`src/hw/rtl/mandelbrot_pixel_escape_assert.svh`:
```
// Assertion macros shared by the escape-time RTL.
`ifndef MANDELBROT_PIXEL_ESCAPE_ASSERT_SVH
`define MANDELBROT_PIXEL_ESCAPE_ASSERT_SVH

// Same-cycle implication, checked on every rising clock edge out of reset.
`define MPE_ASSERT_NOW(label, ante, cons) \
  label: assert property (@(posedge clk) disable iff (rst) (ante) |-> (cons)) \
    else $error("mpe assertion failed");

// Next-cycle implication.
`define MPE_ASSERT_NEXT(label, ante, cons) \
  label: assert property (@(posedge clk) disable iff (rst) (ante) |=> (cons)) \
    else $error("mpe assertion failed");

`endif

```
`src/hw/rtl/mpe_pkg.sv`:
```
// Package: widths, constants, codes and helpers of the escape-time block.
`timescale 1ns / 1ps
package mpe_pkg;

  localparam int DEF_MAX_SIDE = 4096;
  localparam int IDX_W        = 12;
  localparam int IDX_CMP_W    = 17;
  localparam int Z_W          = 32;
  localparam int STEP_W       = 31;
  localparam int PROD_W       = 64;
  localparam int SUM_W        = 65;
  localparam int CNT_W        = 16;
  localparam int COLOR_W      = 27;
  localparam int FRAC_BITS    = 28;
  localparam int ESC_BIT      = 2 * FRAC_BITS + 2;
  localparam int COLOR_SCALE  = 1808;

  localparam int CFG_IDX_W    = 3;
  localparam int CFG_DATA_W   = 32;
  localparam int S_DATA_W     = 24;
  localparam int M_DATA_W     = 48;
  localparam int M_USED_W     = COLOR_W + CNT_W + 1;

  localparam logic signed [Z_W-1:0]  RST_ORIGIN_REAL = -32'sd536870912;
  localparam logic signed [Z_W-1:0]  RST_ORIGIN_IMAG = 32'sd536870912;
  localparam logic [STEP_W-1:0]      RST_STEP_REAL   = 31'd1048576;
  localparam logic [STEP_W-1:0]      RST_STEP_IMAG   = 31'd1048576;
  localparam logic [CNT_W-1:0]       RST_MAX_ITER    = 16'd256;

  typedef enum logic [CFG_IDX_W-1:0] {
    REG_ORIGIN_REAL = 3'd0,
    REG_ORIGIN_IMAG = 3'd1,
    REG_STEP_REAL   = 3'd2,
    REG_STEP_IMAG   = 3'd3,
    REG_MAX_ITER    = 3'd4
  } cfg_reg_t;

  typedef enum logic [3:0] {
    S_IDLE,
    S_CR,
    S_CI,
    S_CI2,
    S_UPD,
    S_SQR,
    S_SQI,
    S_SQX,
    S_CHK,
    S_FIN
  } state_t;

  // Saturate a wide signed sum to the signed Q4.28 range.
  function automatic logic signed [Z_W-1:0] sat32(input logic signed [SUM_W-1:0] x);
    logic [SUM_W-Z_W:0] top;
    top = x[SUM_W-1:Z_W-1];
    if (top == '0 || top == '1) begin
      return x[Z_W-1:0];
    end else if (x[SUM_W-1]) begin
      return {1'b1, {(Z_W-1){1'b0}}};
    end else begin
      return {1'b0, {(Z_W-1){1'b1}}};
    end
  endfunction

endpackage

```
`src/hw/rtl/mpe_mul.sv`:
```
// Shared signed 32x32 multiplier with registered product.
`timescale 1ns / 1ps
module mpe_mul (
  input  logic                               clk,
  input  logic signed [mpe_pkg::Z_W-1:0]     a,
  input  logic signed [mpe_pkg::Z_W-1:0]     b,
  output logic signed [mpe_pkg::PROD_W-1:0]  prod
);
  import mpe_pkg::*;

  logic signed [PROD_W-1:0] prod_next;

  assign prod_next = PROD_W'(a) * PROD_W'(b);

  always_ff @(posedge clk) begin
    prod <= prod_next;
  end

endmodule

```
`src/hw/rtl/mandelbrot_pixel_escape.sv`:
```
// Top level: per-pixel Mandelbrot escape-time evaluation in Q4.28.
`timescale 1ns / 1ps
// Per pixel: the idle state takes the beat, S_CR, S_CI and S_CI2 set up c, and each iteration
//   runs S_UPD, S_SQR, S_SQI, S_SQX and S_CHK, three of them on the shared 32x32 multiplier;
//   S_FIN then waits until the result register is free.
// The input side is ready only when idle; a finished result waits in the output register.
// Reset (rst, synchronous): sequencer idle, no result held, configuration registers take their defaults.
module mandelbrot_pixel_escape #(
  parameter int MAX_SIDE = mpe_pkg::DEF_MAX_SIDE
) (
  input  logic                              clk,
  input  logic                              rst,
  // configuration write port
  input  logic                              cfg_we,
  input  logic [mpe_pkg::CFG_IDX_W-1:0]     cfg_index,
  input  logic [mpe_pkg::CFG_DATA_W-1:0]    cfg_data,
  // pixel input
  input  logic                              s_axis_tvalid,
  output logic                              s_axis_tready,
  input  logic [mpe_pkg::S_DATA_W-1:0]      s_axis_tdata,  // row[11:0], col[23:12]
  // result output
  output logic                              m_axis_tvalid,
  input  logic                              m_axis_tready,
  output logic [mpe_pkg::M_DATA_W-1:0]      m_axis_tdata   // color[26:0], iteration_count[42:27],
                                                           // inside_res[43], zero[47:44]
);
  import mpe_pkg::*;

  `include "mandelbrot_pixel_escape_assert.svh"

  localparam logic [IDX_CMP_W-1:0] SIDE_LAST = IDX_CMP_W'(MAX_SIDE - 1);

  // Configuration registers.
  logic signed [Z_W-1:0]    origin_real;
  logic signed [Z_W-1:0]    origin_imag;
  logic [STEP_W-1:0]        step_real;
  logic [STEP_W-1:0]        step_imag;
  logic [CNT_W-1:0]         max_iter;

  // Sequencer and per-pixel working registers.
  state_t                   state, state_next;
  logic [IDX_W-1:0]         row_q, col_q;
  logic [IDX_W-1:0]         row_in, col_in;
  logic signed [Z_W-1:0]    cr, ci, zr, zi;
  logic signed [PROD_W-1:0] rr, ii, ri, diff;
  logic [CNT_W-1:0]         k;

  // Shared multiplier.
  logic signed [Z_W-1:0]    mul_a, mul_b;
  logic signed [PROD_W-1:0] prod;

  // Result register.
  logic [COLOR_W-1:0]       out_color;
  logic [CNT_W-1:0]         out_count;
  logic                     out_inside;

  // Combinational helpers.
  logic signed [PROD_W-1:0] diff_sh, ri_sh;
  logic signed [SUM_W-1:0]  zr_sum, zi_sum, cr_sum, ci_sum;
  logic [PROD_W-1:0]        mag;
  logic                     escaped, at_limit, out_free, inside_now;

  // ---------------------------------------------------------------------------
  // Configuration writes; indexes past the last register are dropped.
  // ---------------------------------------------------------------------------
  always_ff @(posedge clk) begin
    if (rst) begin
      origin_real <= RST_ORIGIN_REAL;
      origin_imag <= RST_ORIGIN_IMAG;
      step_real   <= RST_STEP_REAL;
      step_imag   <= RST_STEP_IMAG;
      max_iter    <= RST_MAX_ITER;
    end else if (cfg_we) begin
      case (cfg_reg_t'(cfg_index))
        REG_ORIGIN_REAL: origin_real <= cfg_data[Z_W-1:0];
        REG_ORIGIN_IMAG: origin_imag <= cfg_data[Z_W-1:0];
        REG_STEP_REAL:   step_real   <= cfg_data[STEP_W-1:0];
        REG_STEP_IMAG:   step_imag   <= cfg_data[STEP_W-1:0];
        REG_MAX_ITER:    max_iter    <= cfg_data[CNT_W-1:0];
        default: ;
      endcase
    end
  end

  // ---------------------------------------------------------------------------
  // Clamp the pixel indexes to the last row/column of the plane.
  // ---------------------------------------------------------------------------
  always_comb begin
    row_in = s_axis_tdata[IDX_W-1:0];
    col_in = s_axis_tdata[2*IDX_W-1:IDX_W];
    if (IDX_CMP_W'(row_in) > SIDE_LAST) row_in = SIDE_LAST[IDX_W-1:0];
    if (IDX_CMP_W'(col_in) > SIDE_LAST) col_in = SIDE_LAST[IDX_W-1:0];
  end

  // ---------------------------------------------------------------------------
  // Multiplier operand select. The product is registered and shows up in the next cycle:
  //   S_CR  col*step_real  -> used in S_CI  for cr
  //   S_CI  row*step_imag  -> used in S_CI2 for ci
  //   S_SQR zr*zr          -> rr in S_SQI
  //   S_SQI zi*zi          -> ii in S_SQX
  //   S_SQX zr*zi          -> ri in S_CHK
  // ---------------------------------------------------------------------------
  always_comb begin
    case (state)
      S_CR: begin
        mul_a = $signed({{(Z_W-IDX_W){1'b0}}, col_q});
        mul_b = $signed({{(Z_W-STEP_W){1'b0}}, step_real});
      end
      S_CI: begin
        mul_a = $signed({{(Z_W-IDX_W){1'b0}}, row_q});
        mul_b = $signed({{(Z_W-STEP_W){1'b0}}, step_imag});
      end
      S_SQR: begin
        mul_a = zr;
        mul_b = zr;
      end
      S_SQI: begin
        mul_a = zi;
        mul_b = zi;
      end
      S_SQX: begin
        mul_a = zr;
        mul_b = zi;
      end
      default: begin
        mul_a = '0;
        mul_b = '0;
      end
    endcase
  end

  mpe_mul u_mul (
    .clk  (clk),
    .a    (mul_a),
    .b    (mul_b),
    .prod (prod)
  );

  // ---------------------------------------------------------------------------
  // Arithmetic around the multiplier.
  // c: origin_real plus col*step_real, origin_imag minus row*step_imag, saturated. z update:
  // arithmetic shifts floor toward minus infinity, then add c and saturate. |z|^2 of the new z
  // is the sum of the next iteration's squares, so the escape test reuses rr and ii.
  // ---------------------------------------------------------------------------
  assign cr_sum  = {{(SUM_W-Z_W){origin_real[Z_W-1]}}, origin_real} + {prod[PROD_W-1], prod};
  assign ci_sum  = {{(SUM_W-Z_W){origin_imag[Z_W-1]}}, origin_imag} - {prod[PROD_W-1], prod};

  assign diff_sh = diff >>> FRAC_BITS;
  assign ri_sh   = ri >>> (FRAC_BITS - 1);
  assign zr_sum  = {diff_sh[PROD_W-1], diff_sh} + {{(SUM_W-Z_W){cr[Z_W-1]}}, cr};
  assign zi_sum  = {ri_sh[PROD_W-1], ri_sh} + {{(SUM_W-Z_W){ci[Z_W-1]}}, ci};

  // Both squares are non-negative and at most 2^62, so the unsigned sum cannot wrap.
  assign mag        = $unsigned(rr) + $unsigned(ii);
  assign escaped    = (mag[PROD_W-1:ESC_BIT] != '0);
  assign at_limit   = (k >= max_iter);
  assign out_free   = !m_axis_tvalid || m_axis_tready;
  assign inside_now = at_limit;

  // ---------------------------------------------------------------------------
  // Sequencer.
  // ---------------------------------------------------------------------------
  always_ff @(posedge clk) begin
    if (rst) begin
      state <= S_IDLE;
    end else begin
      state <= state_next;
    end
  end

  always_comb begin
    state_next    = state;
    s_axis_tready = 1'b0;
    case (state)
      S_IDLE: begin
        s_axis_tready = 1'b1;
        if (s_axis_tvalid) state_next = S_CR;
      end
      S_CR:  state_next = S_CI;
      S_CI:  state_next = S_CI2;
      S_CI2: state_next = S_UPD;
      S_UPD: state_next = S_SQR;
      S_SQR: state_next = S_SQI;
      S_SQI: state_next = S_SQX;
      S_SQX: state_next = S_CHK;
      S_CHK: begin
        // A step that lands on the limit ends the run even if it escaped.
        if (escaped || at_limit) begin
          state_next = S_FIN;
        end else begin
          state_next = S_UPD;
        end
      end
      S_FIN: begin
        // Hold the finished pixel until the result register frees up.
        if (out_free) state_next = S_IDLE;
      end
      default: state_next = S_IDLE;
    endcase
  end

  // Working registers: payload only, no reset needed.
  always_ff @(posedge clk) begin
    case (state)
      S_IDLE: begin
        row_q <= row_in;
        col_q <= col_in;
      end
      S_CI: cr <= sat32(cr_sum);
      S_CI2: begin
        ci   <= sat32(ci_sum);
        // z starts at zero, so the first update yields z = c.
        diff <= '0;
        ri   <= '0;
        k    <= '0;
      end
      S_UPD: begin
        zr <= sat32(zr_sum);
        zi <= sat32(zi_sum);
        k  <= k + CNT_W'(1);
      end
      S_SQI: rr <= prod;
      S_SQX: ii <= prod;
      S_CHK: begin
        ri   <= prod;
        diff <= rr - ii;
      end
      default: ;
    endcase
  end

  // ---------------------------------------------------------------------------
  // Result register.
  // ---------------------------------------------------------------------------
  always_ff @(posedge clk) begin
    if (rst) begin
      m_axis_tvalid <= 1'b0;
    end else if (state == S_FIN && out_free) begin
      m_axis_tvalid <= 1'b1;
    end else if (m_axis_tready) begin
      m_axis_tvalid <= 1'b0;
    end
  end

  always_ff @(posedge clk) begin
    if (state == S_FIN && out_free) begin
      out_count  <= k;
      out_inside <= inside_now;
      out_color  <= inside_now ? '0 : COLOR_W'(k) * COLOR_W'(COLOR_SCALE);
    end
  end

  assign m_axis_tdata = {{(M_DATA_W-M_USED_W){1'b0}}, out_inside, out_count, out_color};

  // ---------------------------------------------------------------------------
  // Checks.
  // ---------------------------------------------------------------------------
  // An accepted pixel starts the c setup on the very next cycle.
  `MPE_ASSERT_NEXT(a_accept_starts, s_axis_tvalid && s_axis_tready, state == S_CR)
  // Another update runs only on the first step or while under the limit.
  `MPE_ASSERT_NOW(a_upd_under_limit, state == S_UPD, k == '0 || k < max_iter)
  // A new result appears only out of the finish step.
  `MPE_ASSERT_NOW(a_result_from_fin, $rose(m_axis_tvalid), $past(state == S_FIN))
  // Inside points always carry a zero color.
  `MPE_ASSERT_NOW(a_inside_black, m_axis_tvalid && out_inside, out_color == '0)

endmodule

```
`config.mk`:
```
export PLATFORM = sky130hd
export DESIGN_NAME = mandelbrot_pixel_escape
export DESIGN_NICKNAME = d
export VERILOG_FILES = /design/src/hw/rtl/mpe_pkg.sv /design/src/hw/rtl/mpe_mul.sv /design/src/hw/rtl/mandelbrot_pixel_escape.sv
export VERILOG_INCLUDE_DIRS = /design/src /design/src/hw/rtl
export SDC_FILE = /design/constraint.sdc
export NUM_CORES = 2
export LEC_CHECK = 0
export ABC_AREA = 1
export BUFFER_PORTS_ARGS = -buffer_cell sky130_fd_sc_hd__buf_4
export CELL_PAD_IN_SITES_DETAIL_PLACEMENT = 0
export CELL_PAD_IN_SITES_GLOBAL_PLACEMENT = 2
export CORE_ASPECT_RATIO = 1.75
export CORE_UTILIZATION = 39
export CTS_CLUSTER_SIZE = 24
export DETAILED_ROUTE_END_ITERATION = 10
export GPL_TIMING_DRIVEN = 0
export MAX_ROUTING_LAYER = met4
export PLACE_DENSITY = 0.9
export SYNTH_ARGS = -nofsm -noshare
export SYNTH_HDL_FRONTEND = slang
export SYNTH_SLANG_ARGS = --single-unit
```
`constraint.sdc`:
```
create_clock -name clk -period 10.9 [get_ports clk]
set_clock_uncertainty 0.1 [all_clocks]
set_input_delay 2.18 -clock clk [delete_from_list [all_inputs] [get_ports clk]]
set_output_delay 2.18 -clock clk [all_outputs]
set_load 0.005 [all_outputs]
```
* After elaboration in Yosys (flattened, before gate mapping)
Index checks and enable logic that the tools add are counted.
** Cells by class
- Add/sub/neg operators :: 7
- $mul :: 2
- Order comparisons :: 1
- Equal/unequal tests :: 19
- Muxes and demuxes :: 20
- Reductions and logical operators :: 26
** Operators with widths (number)
- 2-to-1 mux 32 bit :: 8
- one-hot mux 32 bit (4 select lines) :: 2
- one-hot mux 64 bit (2 select lines) :: 2
- equality test 34 bit, second input constant :: 4
- logical NOT 34 bit :: 4
- adder 32 x 64 -> 65 bit :: 1
- subtractor 32 x 64 -> 65 bit :: 1
- adder 64 bit :: 1
- multiplier 32 x 32 -> 64 bit :: 1
- subtractor 64 bit :: 1
- one-hot mux 4 bit (10 select lines) :: 1
- adder 37 x 32 -> 38 bit :: 1
- adder 36 x 32 -> 37 bit :: 1
- one-hot mux 16 bit (2 select lines) :: 1
- multiplier 16 x 7 -> 23 bit, second input constant :: 1
- adder 16 x 1 -> 16 bit, second input constant :: 1
- equality test 4 x 3 -> 1 bit, second input constant :: 4
- >= comparator 16 bit :: 1
- 2-to-1 mux 4 bit :: 3
- AND reduction 2 bit :: 6
- equality test 4 x 2 -> 1 bit, second input constant :: 2
- equality test 4 bit, second input constant :: 2
- equality test 3 x 2 -> 1 bit, second input constant :: 2
- logical OR 1 bit :: 6
- 12 further kinds :: 18
** Word-level totals
- Register bits :: 679
- Bits of input ports :: 64
- Output and inout bits :: 50

* Depth between registers and ports, before layout
- Depth after elaboration :: 5
- Gate-level depth with buffers :: 39

* Modules after synthesis
From an unflattened synthesis, not the netlist that was laid out.
** Second synthesis, totals
- Cell total of the unflattened synthesis :: 12171
- Area total of the unflattened synthesis :: 87829.2 µm²
** By module, submodules not included
- mandelbrot_pixel_escape :: instances 1, cells an instance 7194, area an instance 48126.2 µm², seq. area each 15224.6 µm²
- mpe_mul :: instances 1, cells an instance 4977, area an instance 39703.1 µm², seq. area each 1281.2 µm²

* Worst setup path before layout
OpenSTA, ideal clock, no wires.
- Path kind :: register -> register
- Start point :: register state[2]
- End point :: register u_mul.prod[60] (netlist name)
- Setup time :: 123 ps
- Data arrival time :: 9784 ps
- Path slack :: 893 ps
- Stages on the path, launching flop included :: 33
- Path buffers :: 1
- Cell sequence :: dfxtp_1 inv_1 nor2_1 inv_2 nor2_2 inv_2 o22ai_1 inv_2 clkbuf_1 nor2_1 fa_1 fa_1 fa_1 fa_1 inv_1 fa_1 inv_1 fa_1 inv_1 fa_1 inv_1 fa_1 ha_1 nand2_1 nor2_1 nand2_1 nor2_1 inv_1 nor3_1 nand2_1 o211ai_1 a21oi_1 xor2_1
** On the way
- Cells in the longest elaborated chain, start to end :: 4
** RTL lines
- from (decl) :: line mandelbrot_pixel_escape.sv:41 : state_t state, state_next;
- from (signal assigned) :: line mandelbrot_pixel_escape.sv:167 : state <= state_next;
- equality test 4 x 3 -> 1 bit :: line mandelbrot_pixel_escape.sv:104 : case (state)
- OR reduction 2 bit (no line)
- one-hot mux 32 bit (4 select lines) :: line mandelbrot_pixel_escape.sv:104
- multiplier 32 x 32 -> 64 bit (*) :: line mpe_mul.sv:13 : assign prod_next = PROD_W'(a) * PROD_W'(b);
- via u_mul.prod_next[60] :: line mpe_mul.sv:11 : logic signed [PROD_W-1:0] prod_next;
- to (signal assigned) :: line mpe_mul.sv:16 : prod <= prod_next;
- to (decl) :: line mpe_mul.sv:7 : output logic signed [mpe_pkg::PROD_W-1:0] prod
The timed path passes the listed nets; every way through them passes the cells marked *.
A chain may end at the register's enable or synchronous reset.

* Worst setup path in the final report
- Start point :: register state[2]
- End point :: register u_mul.prod[53] (netlist name)
Same word-level chain as after synthesis.

==> results.yml <==
die:
  core_sq_um: 217000
  fp.dieH_um: 620
  start_util_pct: 39.3
  ios: 114
  num_rows: 226
  die_area_sq_um: 220000
  dieWidth_um: 355
setup_path:
  critPathTopFamily: "adder cells"
  max_stage_delay_ns: 1.11
  path_max_fanout: 10
  cp_slowest_cell: "clkdlybuf4s15_1"
  startpoint: "state[2]"
  path_buf_inv: 7
  cp-end-kind: "flip-flop"
  critPathLaunchType: "flip-flop"
  arrival_ns: 11.42
  critPathRequiredTime_ns: 11.36
  r2r_start: "state[2]"
  crit_top_cell: "fa_1"
  path_class: "flip-flop to flip-flop"
cts:
  worstSkewPairLatency_ns: 0.73
  htreeDepth: 3
  clock-sinks: 620
  clk_path_buf_depth: 3
  clockRootBuffer: "clkbuf_16"
  cts_tree: "built"
  cts.reportedPaths.clkPinSlew_ns: 0.07
  numCtsBuffers: 69
placement:
  portBuffers: 105
  dp_hpwl_um: 347000
  place_congestion: 1.08
timing:
  max_freq_mhz: 91.3
  rsz0062_at_grt: "yes"
  period_share_pct: 101
  finalSetupTns_ns: -0.0577
  slew_headroom_pct: -0.342
  whs_ns: 0.358
  tightest_slew_ns: 1.49
  fin_ws_ns: -0.0577
  hold_viol_final: 0
  finalCriticalPeriod_ns: 10.96
  setup_viol: 1
  report.final.slew_viol_count: 1
synthesis:
  synth_warnings: 0
  synthArstFlopShare_pct: 0
  synth_edf_count: 409
  synth_area_sq_um: 85000
  ys_ff_latch: 620
  synth_largest_area_cell: "fa_1"
  synth_seq_area_share_pct: 19.4
  syn_inst: 11400
  ys_top_cells_by_area: "fa_1 (26%), edfxtp_1 (14%), nand2_1 (13%)"
  synthFlopType: "edfxtp_1"
  syn_area_per_cell_sq_um: 7.43
  synth_cell_types: 57
  synth.top_cell.area_share_pct: 26.1
  synth_common_cells: "nand2_1 (2841), inv_1 (2470), nor2_1 (1442)"
  synth.most_common_cell: "nand2_1"
drt:
  drc: 0
  top_layer_used: "met4"
  wl_met1_um: 129000
  met2WireLength_um: 198000
  vias: 77800
  routedWlPerCell_um: 27.5
  wl_um: 401000
  viasPerCell: 5.34
  drt-pass1-iter-count: 7
  wl_met3_um: 24500
  drt-initial-drc-count: 5883
  drtAntennaViolNets: 0
power_and_ir_drop:
  leakagePower_nw: 46.4
  p_per_area_nw_per_um2: 109
  vdd_drop_max_uv: 151
cells_and_area:
  final_core_util_pct: 42.7
  finalNetCount: 13400
  syn2layout_area_growth_pct: 8.74
  drive_above_1_share_pct: 3.91
global_routing:
  grt-ovfl-total: 0
  antenna_found_initial: 25
  grt_pass1_vias: 80700
  grt_max_degree: 58
  grtUsageTotal_pct: 37.4
  grt_first_pass_wirelength_um: 561000
hold_path:
  min_path_type: "flip-flop to flip-flop"
  min_from: "step_imag[16]"
outcome:
  outcome: "finished, violations left"
  failed_checks: "max-capacitance violations, max-slew violations, negative setup slack"
run:
  maxCapViolCount: 2
-- cells by family after synthesis --
family	count (synthesis)	share of synthesized area (%)
other	1	0.00441
flip-flops	620	19.4
adder cells (fa/ha/maj)	1708	34.9
XOR/XNOR	221	2.29
AO/OA/AOI/OAI	1255	8.19
AND/OR/NAND/NOR	4848	22.7
buffers and inverters	2792	12.5
-- metal layers --
layer	up-vias	track usage [%]
met3	1355	5.03
met2	3197	64.2
met1	38000	35.8
li1	35300	-
met4	0	35.9
met5	-	-
-- metrics by stage --
| step | cells | power (mW) | instance area [sq um] | setup WS [ns] |
|---|---|---|---|---|
| finish | 14600 | 10.1 | 92500 | -0.0577 |
| global route | 14600 | 10.5 | 92400 | -0.126 |
| CTS | 14600 | 10.0 | 92300 | 0.0282 |
| detailed placement | 14400 | 7.55 | 89800 | -0.937 |
| global placement | 14400 | 7.54 | 89400 | -3.88 |
| floorplan | 11500 | 5.55 | 85100 | 0.893 |
-- worst register-to-register path, delay by kind of cell, from the launching register on --
kind / cells / cell delay [ns]
adders and majority gates: 9 / 4.54
DFF: 1 / 0.40
AOI/OAI and AO/OA: 2 / 0.58
buffers and inverters: 7 / 2.10
and+or+nand+nor: 9 / 2.95
xor gates and xnor gates: 1 / 0.14
-- placed cells by master (no fill, tap or decap), types with 125 or more instances in the layout --
cell type / synthesis / final
ha_1: 598 / 598
nand3_1: 271 / 271
nand2_1: 2841 / 2839
clkbuf_1: 208 / 200
a21oi_1: 567 / 567
o21ai_0: 382 / 382
nor2_1: 1442 / 1419
dfxtp_1: 211 / 209
inv_1: 2470 / 2468
edfxtp_1: 409 / 409
fa_1: 1110 / 1107
xor2_1: 152 / 152
buf_4: 12 / 125
-- sequential cells by signal, summed over array words and instances (netlist names) --
signal / flops
ci: 32
col_q: 12
cr: 32
diff: 36
ii: 64
k: 16
m_axis_tvalid: 1
max_iter: 16
origin_imag: 32
origin_real: 32
out_color: 23
out_count: 16
out_inside: 1
ri: 37
row_q: 12
rr: 64
state: 4
step_imag: 31
step_real: 31
u_mul.prod: 64
zi: 32
zr: 32
-- path summary, 6_finish.rpt --
kind	slack, ns	endpoint	depth (start not counted)
worst min register to register	0.36	step_imag[16]	2
worst max-delay path	-0.06	u_mul.prod[53]	28
worst max register to register	-0.06	u_mul.prod[53]	28
worst min-delay path	0.36	step_imag[16]	2
-- where the power goes --
part	switching [mW]	internal (mW)
clock	1.17	1.32
combinational	3.45	1.23
sequential	0.218	2.71
total	4.84	5.26
-- what timing repair did --
item,4_1_cts,5_1_grt
pin swaps,1,2
endpoints found under the setup margin,30,16
hold buffers,0,0
gates resized for setup,16,49
setup buffers,1,2
gates cloned,0,0
-- layout make-up --
class / instances / area (sq um)
Timing Repair Buffer: 129 / 1150
Buffer: 278 / 1250
Clock buffer: 81 / 1820
Tap cell: 2850 / 3570
Sequential cell: 620 / 16500
Antenna cell: 11 / 27.5
Inverter: 2514 / 9460
Clock inverter: 46 / 553
Multi-Input combinational cell: 8040 / 58100
Fill cell: 22800 / 124000
Power figures use the tool's default switching activity.
